==> config.mk <==
export PLATFORM = sky130hd
export DESIGN_NAME = periodic_and_timeout_timer_bank
export DESIGN_NICKNAME = d
export VERILOG_FILES = /design/src/rtl/ptt_pkg.sv /design/src/rtl/ptt_period_cell.sv /design/src/rtl/ptt_timeout_cell.sv /design/src/rtl/periodic_and_timeout_timer_bank.sv
export SDC_FILE = /design/constraint.sdc
export NUM_CORES = 1
export LEC_CHECK = 0
export BUFFER_PORTS_ARGS = -buffer_cell sky130_fd_sc_hd__buf_2
export CAP_MARGIN = 5
export CORE_MARGIN = 4
export CORE_UTILIZATION = 30
export CTS_CLUSTER_DIAMETER = 120
export CTS_CLUSTER_SIZE = 8
export DETAILED_ROUTE_END_ITERATION = 10
export GPL_TIMING_DRIVEN = 1
export HOLD_SLACK_MARGIN = 0.12
export PLACE_DENSITY = 0.42
export SLEW_MARGIN = 5
export SYNTH_ARGS = -nofsm -noshare
export SYNTH_HDL_FRONTEND = slang
export SYNTH_SLANG_ARGS = --single-unit
==> constraint.sdc <==
create_clock -name clk -period 3.8 [get_ports clk]
set_input_delay 0.38 -clock clk [delete_from_list [all_inputs] [get_ports clk]]
set_output_delay 0.38 -clock clk [all_outputs]
set_load 0.01 [all_outputs]
==> src/rtl/ptt_pkg.sv <==
// Shared constants, action codes and cell command types for the timer bank.
package ptt_pkg;

	localparam int NUM_PERIODIC = 8;
	localparam int NUM_TIMEOUTS = 8;
	localparam int COUNT_WIDTH  = 16;

	localparam int ACTION_W = 3;
	localparam int SLOT_W   = 3;
	localparam int VALUE_W  = 16;

	localparam logic [ACTION_W-1:0] ACT_TICK      = 3'd0;
	localparam logic [ACTION_W-1:0] ACT_START_PER = 3'd1;
	localparam logic [ACTION_W-1:0] ACT_STOP_PER  = 3'd2;
	localparam logic [ACTION_W-1:0] ACT_CHECK_PER = 3'd3;
	localparam logic [ACTION_W-1:0] ACT_LOAD_TO   = 3'd4;
	localparam logic [ACTION_W-1:0] ACT_CHECK_TO  = 3'd5;

	typedef logic [COUNT_WIDTH-1:0] count_t;

	typedef struct packed {
		logic   tick;
		logic   start;
		logic   stop;
		logic   check;
		count_t value;
	} per_cmd_t;

	typedef struct packed {
		logic   tick;
		logic   load;
		logic   check;
		count_t value;
	} to_cmd_t;

endpackage

==> src/rtl/ptt_period_cell.sv <==
// One periodic timer cell: counter, reload value, active and fired marks.
module ptt_period_cell (
	input  logic              clk,
	input  logic              arst_n,
	input  ptt_pkg::per_cmd_t cmd,
	input  logic              sel,
	input  logic              ans_in,
	output logic              ans_out
);
	import ptt_pkg::*;

	count_t cnt_q;
	count_t reload_q;
	logic   active_q;
	logic   fired_q;
	count_t cnt_dec;

	assign cnt_dec = cnt_q - count_t'(1);

	// pass the answer down the row, adding this cell's fired mark when addressed by a check
	assign ans_out = ans_in | (sel & cmd.check & fired_q);

	always_ff @(posedge clk or negedge arst_n) begin
		if (!arst_n) begin
			cnt_q    <= '0;
			reload_q <= '0;
			active_q <= 1'b0;
			fired_q  <= 1'b0;
		end else begin
			if (cmd.tick && active_q) begin
				if (cnt_dec == '0) begin
					fired_q <= 1'b1;
					cnt_q   <= reload_q;
				end else begin
					cnt_q <= cnt_dec;
				end
			end
			if (sel && cmd.start) begin
				active_q <= 1'b1;
				fired_q  <= 1'b0;
				reload_q <= cmd.value;
				cnt_q    <= cmd.value;
			end
			if (sel && cmd.stop) begin
				active_q <= 1'b0;
			end
			if (sel && cmd.check) begin
				fired_q <= 1'b0;
			end
		end
	end

endmodule

==> src/rtl/ptt_timeout_cell.sv <==
// One timeout cell: a counter that runs down to zero and stays there.
module ptt_timeout_cell (
	input  logic             clk,
	input  logic             arst_n,
	input  ptt_pkg::to_cmd_t cmd,
	input  logic             sel,
	input  logic             ans_in,
	output logic             ans_out
);
	import ptt_pkg::*;

	count_t cnt_q;
	logic   expired;

	assign expired = (cnt_q == '0);
	assign ans_out = ans_in | (sel & cmd.check & expired);

	always_ff @(posedge clk or negedge arst_n) begin
		if (!arst_n) begin
			cnt_q <= '0;
		end else begin
			if (sel && cmd.load) begin
				cnt_q <= cmd.value;
			end else if (cmd.tick && !expired) begin
				cnt_q <= cnt_q - count_t'(1);
			end
		end
	end

endmodule

==> src/rtl/periodic_and_timeout_timer_bank.sv <==
// An accepted item's answer is registered and shows on the output in the cycle after it is accepted.
// Throughput: one item per cycle; the input stalls only while a finished
// answer sits in the output register and the output side stalls.
// All timer cells update together from one broadcast command, and the answer
// ripples through the row of cells into the output register.
// Reset: arst_n clears every counter, reload value and mark, and the output.
module periodic_and_timeout_timer_bank (
	input  logic                           clk,
	input  logic                           arst_n,
	input  logic                           in_valid,
	output logic                           in_stall,
	input  logic [ptt_pkg::ACTION_W-1:0]   action,
	input  logic [ptt_pkg::SLOT_W-1:0]     slot,
	input  logic [ptt_pkg::VALUE_W-1:0]    count_value,
	output logic                           out_valid,
	input  logic                           out_stall,
	output logic                           answer
);
	import ptt_pkg::*;

	logic     accept;
	count_t   value;
	per_cmd_t per_cmd;
	to_cmd_t  to_cmd;
	logic [NUM_PERIODIC-1:0] per_sel;
	logic [NUM_TIMEOUTS-1:0] to_sel;
	logic [NUM_PERIODIC:0]   per_ans;
	logic [NUM_TIMEOUTS:0]   to_ans;
	logic out_valid_q;
	logic answer_q;

	assign in_stall = out_valid_q & out_stall;
	assign accept   = in_valid & ~in_stall;
	assign value    = COUNT_WIDTH'(count_value);

	always_comb begin
		per_cmd       = '0;
		to_cmd        = '0;
		per_cmd.value = value;
		to_cmd.value  = value;
		unique case (action)
			ACT_TICK: begin
				per_cmd.tick = accept;
				to_cmd.tick  = accept;
			end
			ACT_START_PER: per_cmd.start = accept;
			ACT_STOP_PER:  per_cmd.stop  = accept;
			ACT_CHECK_PER: per_cmd.check = accept;
			ACT_LOAD_TO:   to_cmd.load   = accept;
			ACT_CHECK_TO:  to_cmd.check  = accept;
			default: begin
			end
		endcase
	end

	assign per_ans[0] = 1'b0;
	assign to_ans[0]  = 1'b0;

	for (genvar i = 0; i < NUM_PERIODIC; i++) begin : g_per
		assign per_sel[i] = (32'(slot) == i);
		ptt_period_cell u_cell (
			.clk     (clk),
			.arst_n  (arst_n),
			.cmd     (per_cmd),
			.sel     (per_sel[i]),
			.ans_in  (per_ans[i]),
			.ans_out (per_ans[i+1])
		);
	end

	for (genvar i = 0; i < NUM_TIMEOUTS; i++) begin : g_to
		assign to_sel[i] = (32'(slot) == i);
		ptt_timeout_cell u_cell (
			.clk     (clk),
			.arst_n  (arst_n),
			.cmd     (to_cmd),
			.sel     (to_sel[i]),
			.ans_in  (to_ans[i]),
			.ans_out (to_ans[i+1])
		);
	end

	always_ff @(posedge clk or negedge arst_n) begin
		if (!arst_n) begin
			out_valid_q <= 1'b0;
			answer_q    <= 1'b0;
		end else begin
			if (accept) begin
				out_valid_q <= 1'b1;
				answer_q    <= per_ans[NUM_PERIODIC] | to_ans[NUM_TIMEOUTS];
			end else if (!out_stall) begin
				out_valid_q <= 1'b0;
			end
		end
	end

	assign out_valid = out_valid_q;
	assign answer    = answer_q;

endmodule

==> results of run 1 <==
## kinds of logic (layout without fill, tap and decap cells)
group	after synthesis	after routing
buffers and inverters	228	233
AND/OR/NAND/NOR	1288	1288
other	0	2
adder cells (fa/ha/maj)	28	28
flip-flops	402	402
multiplexers	12	12
AO/OA/AOI/OAI	642	642
XOR/XNOR	85	85
## cell type report
| type | count | area [µm²] | area share |
|---|---|---|---|
| clock buffer | 57 | 1430 | 0.0558 |
| tap | 969 | 1210 | 0.0475 |
| sequential | 402 | 10100 | 0.394 |
| inverter | 66 | 248 | 0.00970 |
| antenna | 2 | 5.00 | 0.000196 |
| timing repair buffer | 107 | 796 | 0.0312 |
| multi-input combinational | 2055 | 11800 | 0.461 |
| clock inverter | 3 | 26.3 | 0.00103 |
## registers in the layout, indices dropped and copies added, names as in the netlist
register,flops
answer,1
out_valid,1
g_per.u_cell.reload_q,128
g_per.u_cell.active_q,8
g_per.u_cell.fired_q,8
g_per.u_cell.cnt_q,128
g_to.u_cell.cnt_q,128
## cells in the mapped netlist (all sizes together) (6+ instances only)
master,count,area (µm²)
nand2,616,2310
dfrtp,402,10100
o21ai,196,981
nor2,192,723
clkbuf,141,539
nor3,99,500
nand3,97,500
a21oi,69,349
inv,66,248
o211ai,63,473
a21o,59,444
nor4,54,384
xnor2,46,403
o311ai,43,377
xor2,39,342
or3,38,244
or4,33,264
a221o,31,310
ha,28,350
a22oi,27,203
nand4,27,175
a31oi,26,163
and3,25,165
buf,21,148
nand3b,18,135
and2,13,83.8
nand2b,13,81.3
nor3b,13,103
a221oi,11,96.3
a222oi,11,110
mux2i,11,110
o22ai,11,68.8
nor2b,10,62.6
or2,10,62.6
a211oi,9,72.6
a2bb2oi,8,76.3
o311a,8,80.1
or4b,7,70.1
a211o,6,52.6
a32oi,6,52.6
nor4b,6,52.6
## power breakdown
group | switching [mW] | internal (mW)
logic | 2.84 | 2.10
clock network | 1.90 | 2.61
registers | 1.27 | 5.38
total | 6.01 | 10.1
## tightest hold or removal path: stages
cell and delay, ps:
buf_2 310, nand2_1 130, nand2_1 40
## metal layers
layer,track usage,share of wire,up-vias
met5,0,0.00017,-
met4,0.0470,0.022,2
met3,0.0288,0.049,95
met2,0.306,0.46,417
met1,0.265,0.47,10190
li1,-,-,9680
## what timing repair did
item	in CTS	in global routing
gates resized for setup	0	0
endpoints found under the setup margin	0	0
setup buffers	0	0
hold buffers	6	0
endpoints found under the hold margin	81	0
## stage by stage
step                      setup slack [ps]  cell area [µm²]  utilization
after floorplan                        997            22800            -
after global routing                  78.8            25500        0.341
after CTS                              386            25500        0.341
after global placement                 497            24000        0.321
after detailed placement               425            24000        0.321
final                                  435            25500        0.341
## final timing paths
check | start | end | cells past startpoint
setup / recovery | g_per[2].u_cell.cnt_q[0] | g_per[2].u_cell.cnt_q[1] | 10
hold / removal | count_value[10] | g_per[1].u_cell.reload_q[10] | 3
setup reg to reg | g_per[2].u_cell.cnt_q[0] | g_per[2].u_cell.cnt_q[1] | 10
hold reg to reg | g_per[2].u_cell.reload_q[10] | g_per[2].u_cell.reload_q[10] | 2
max in group asynchronous | arst_n | g_per[2].u_cell.reload_q[6] | 3
min in group asynchronous | arst_n | g_per[4].u_cell.cnt_q[3] | 2
==> results.ini, run 1 <==
[yosys]
seq_area_frac_synth = 0.442
synth-compound-area-share = 0.196
synthSimpleGateAreaFrac = 0.267
syn_avg_cell_area_um2 = 8.47
ys_async_sr_fraction = 1.00
synth.area.mux_share = 0.00533
ys.flop_type = dfrtp_1
synth_enable_flop_cells = 0
synth_cells = 2685
synth_top_family_by_area = simple AND/OR/NAND/NOR gates
ys_ff_latch = 402
netlist_area_um2 = 22800
synth_fa_ha_area_frac = 0.0154
synth_cell_type_count = 101
synth_warnings = 0
synth_nets = 2739
synth_xor_area_frac = 0.0327

[die]
dieArea_um2 = 80300
initial_core_util = 0.304
rows = 100
core_um2 = 74800
ios = 29
die_x_um = 283
die_y_um = 283

[timing]
rsz0062_at_grt = false
hold_ws_ps = 301
slew_viol_final = 0
setup_violations = 0
tightest_slew_ps = 1070
hold_violations = 0
slew_headroom = 0.285
finClkSkew_ps = 22.6
fin_tns_setup_ps = 0
finalCritPeriodShare = 0.885
max_freq_mhz = 297
min_period_ps = 3360

[clock_network]
h-tree-depth = 2
cts_root_buf = clkbuf_16
cts_buffers = 56
clockBufferDepth = 3
clock-sinks = 402
clk_latency_ps = 610
cts_tree = built
clkTransAtPathRegs_ps = 50

[drt]
drcViolationCount = 0
drt-pass1-iter-count = 7
vias_per_cell = 5.57
routed_wl_um = 77400
drt_iter0_drc = 1415
final_antenna_net_count = 0
via_count = 20384
wire_per_inst_um = 21.1

[final_layout]
final_common_cell = nand2_1
fin_nets = 2742
fillers = 7791
final_cell_mix = 615 x nand2_1, 402 x dfrtp_1, 191 x o21ai_0, 188 x nor2_1, 97 x nor3_1
syn2layout_area_growth_pct = 12.3
drive_above_1_share = 0.0844
stdcell_count = 3661

[global_routing]
grt_pass1_vias = 20084
grt_pass1_wl_um = 122000
grt-ovfl-total = 0
grt_antenna_before_repair = 5
grt_max_degree = 86
grt_usage = 0.189

[worst_setup_path]
crit_type = flop to flop
path_cells = inv_1 -> ha_1 -> or4b_1 -> nor4_1 -> xor2_1 -> a211oi_1 -> and4_1 -> buf_4 -> mux2i_1 -> o21ai_1
path_buf_inv = 2
rrSetupSlack_ps = 440
crit_path_start_kind = flop
critPathTopFamily = simple AND/OR/NAND/NOR gates
slowest_stage = or4b_1
critPathMaxStageDelay_ps = 590
critPathCaptureType = flop
cp_data_required_time_ps = 4290
arrival_ps = 3850
crit_fanout = 9

[placed_design]
numPlacedInstances = 3593
dp_hpwl_um = 48200
io_buffers = 28
routabilityCongestion = 0.837

[status]
status = finished, final reports clean

[pwr]
p_leak_nw = 11.4
total_power_mw = 16.1
peakVddDrop_mv = 0.332
powerDensity_nw_per_um2 = 630

[hold_path]
hp-class = input pin to flop

[flow_run]
max_cap_violations = 0

Note: power is estimated with default switching activity, not from simulation.
==> run 2, diff against run 1 <==
--- a/config.mk
+++ b/config.mk
@@ -15,6 +15,7 @@
 export GPL_TIMING_DRIVEN = 1
 export HOLD_SLACK_MARGIN = 0.12
 export PLACE_DENSITY = 0.42
+export RECOVER_POWER = 100
 export SLEW_MARGIN = 5
 export SYNTH_ARGS = -nofsm -noshare
 export SYNTH_HDL_FRONTEND = slang
==> results.ini, run 2 (synthesis gave the netlist of run 1 again) <==
[status]
status = finished with violations
violations = max-capacitance violations, max-slew violations

[global_routing]
grt_pass1_wl_um = 122000  ; unchanged
grt_usage = 0.189  ; unchanged
grt-ovfl-total = 0  ; unchanged
grt_pass1_vias = 20084  ; unchanged
grt_max_degree = 86  ; unchanged
grt_antenna_before_repair = 5  ; unchanged

[final_layout]
fin_area_um2 = 25400  ; -0.70%
syn2layout_area_growth_pct = 11.5
drive_above_1_share = 0.0688  ; -0.0156
final_cell_mix = 615 x nand2_1, 402 x dfrtp_1, 195 x o21ai_0, 191 x nor2_1, 99 x nor3_1
top_regs = g_per.u_cell.cnt_q: 128 flops, g_per.u_cell.reload_q: 128 flops, g_to.u_cell.cnt_q: 128 flops
fin_nets = 2742  ; unchanged
final_common_cell = nand2_1

[die]
die_y_um = 283  ; unchanged
core_um2 = 74800  ; unchanged
dieArea_um2 = 80300  ; unchanged
ios = 29  ; unchanged
rows = 100  ; unchanged
die_x_um = 283  ; unchanged
initial_core_util = 0.304  ; unchanged

[pwr]
p_leak_nw = 11.3  ; -1.1%
peakVddDrop_mv = 0.332  ; about the same
powerDensity_nw_per_um2 = 633  ; +0.47%

[worst_setup_path]
r2r_start = out_valid
path_buf_inv = 3  ; +1
crit_path_start_kind = input pin
critPathTopFamily = simple AND/OR/NAND/NOR gates
critPathMaxStageDelay_ps = 860  ; +270 ps
path_cells = dlygate4sd3_1 -> clkbuf_1 -> nor3b_1 -> and2_0 -> buf_4 -> o21ai_0 -> nor3_1 -> nand2_1 -> o211ai_1 -> o311ai_0
startpoint = action[2]
critPathCaptureType = flop
slowest_stage = nor3b_1
arrival_ps = 4000  ; +150 ps
crit_type = input pin to flop
cp_data_required_time_ps = 4280  ; about the same
rrSetupSlack_ps = 330  ; -110 ps
crit_fanout = 19  ; +10

[timing]
fin_ws_ps = 276  ; -160 ps
min_period_ps = 3520  ; +160 ps
setup_violations = 0  ; unchanged
hold_violations = 0  ; unchanged
max_freq_mhz = 284  ; -4.5%
rsz0062_at_grt = false
finClkSkew_ps = 23.9  ; +1.28 ps
slew_viol_final = 83  ; +83
tightest_slew_ps = 2440  ; +1360 ps
slew_headroom = -0.623  ; -0.908
fin_tns_setup_ps = 0  ; unchanged
finalCritPeriodShare = 0.927  ; +0.0420

[drt]
final_antenna_net_count = 0  ; unchanged
via_count = 20329  ; -0.27%
drcViolationCount = 0  ; unchanged
drt_iter0_drc = 1464  ; +3.5%
wire_per_inst_um = 21.2  ; about the same
vias_per_cell = 5.55  ; -0.27%
routed_wl_um = 77400  ; about the same
drt-pass1-iter-count = 5  ; -2

[clock_network]
clkTransAtPathRegs_ps = 60  ; about the same
cts_root_buf = clkbuf_16
cts_buffers = 56  ; unchanged
clk_latency_ps = 610  ; about the same
clock-sinks = 402  ; unchanged
clockBufferDepth = 3  ; unchanged
cts_tree = built
h-tree-depth = 2  ; unchanged
post_cts_buffers = 0  ; unchanged

[placed_design]
io_buffers = 28  ; unchanged
routabilityCongestion = 0.837  ; unchanged
pre_cts_ws_ps = 425  ; unchanged
placed_area_um2 = 24000  ; unchanged
dp_hpwl_um = 48200  ; unchanged

[hold_path]
hp-class = input pin to flop
hp-start = slot[1]

[flow_run]
max_cap_violations = 1  ; +1

[run 2: cell count changes in the layout (fill, tap and decap cells not counted), sizes merged]
cell | before | now
clkbuf | 57 | 88
buf | 101 | 70
[run 2: final cells by class]
cell class	count	area (µm²)
fill	7824	49500
multi-input combinational	2055	11700
sequential	402	10100
clock buffer	57	1430
tap	969	1210
timing repair buffer	107	686
inverter	66	248
clock inverter	3	26.3
antenna	2	5.00
[run 2: metal layers]
layer / routed length, µm / track usage / vias up / share of wire
li1: - / - / 9674 / -
met1: 36700 / 0.265 / 10172 / 0.47
met2: 35400 / 0.306 / 392 / 0.46
met3: 3780 / 0.0288 / 89 / 0.049
met4: 1610 / 0.0470 / 2 / 0.021
met5: 13 / 0 / - / 0.00017
[run 2: worst paths after layout]
kind	end	depth (start not counted)
setup / recovery	g_to[1].u_cell.cnt_q[7]	10
hold / removal	g_per[3].u_cell.fired_q	2
setup reg to reg	g_per[5].u_cell.cnt_q[5]	8
hold reg to reg	g_per[2].u_cell.reload_q[10]	2
max in group asynchronous	g_per[2].u_cell.reload_q[6]	3
min in group asynchronous	g_per[4].u_cell.cnt_q[3]	2
[run 2: power breakdown]
| part | switching [mW] | total (mW) | internal [mW] |
|---|---|---|---|
| registers | 1.26 | 6.64 | 5.38 |
| logic | 2.82 | 4.91 | 2.08 |
| clock network | 1.90 | 4.50 | 2.61 |
| total | 5.99 | 16.1 | 10.1 |
[run 2: per-stage QoR]
step	hold WS [ps]	instances	total power, mW	util
3_5_place_dp	440	3593	11.6	0.321
3_3_place_gp	432	3593	11.5	0.321
4_1_cts	253	3659	16.3	0.341
2_1_floorplan	84.4	2685	10.2	-
5_1_grt	297	3659	17.2	0.339
6_report	300	3661	16.1	0.339
[run 2: timing repair]
action | in CTS | in global routing
hold endpoints to repair | 81 | 0
hold buffers | 6 | 0
gates resized for setup | 0 | 0
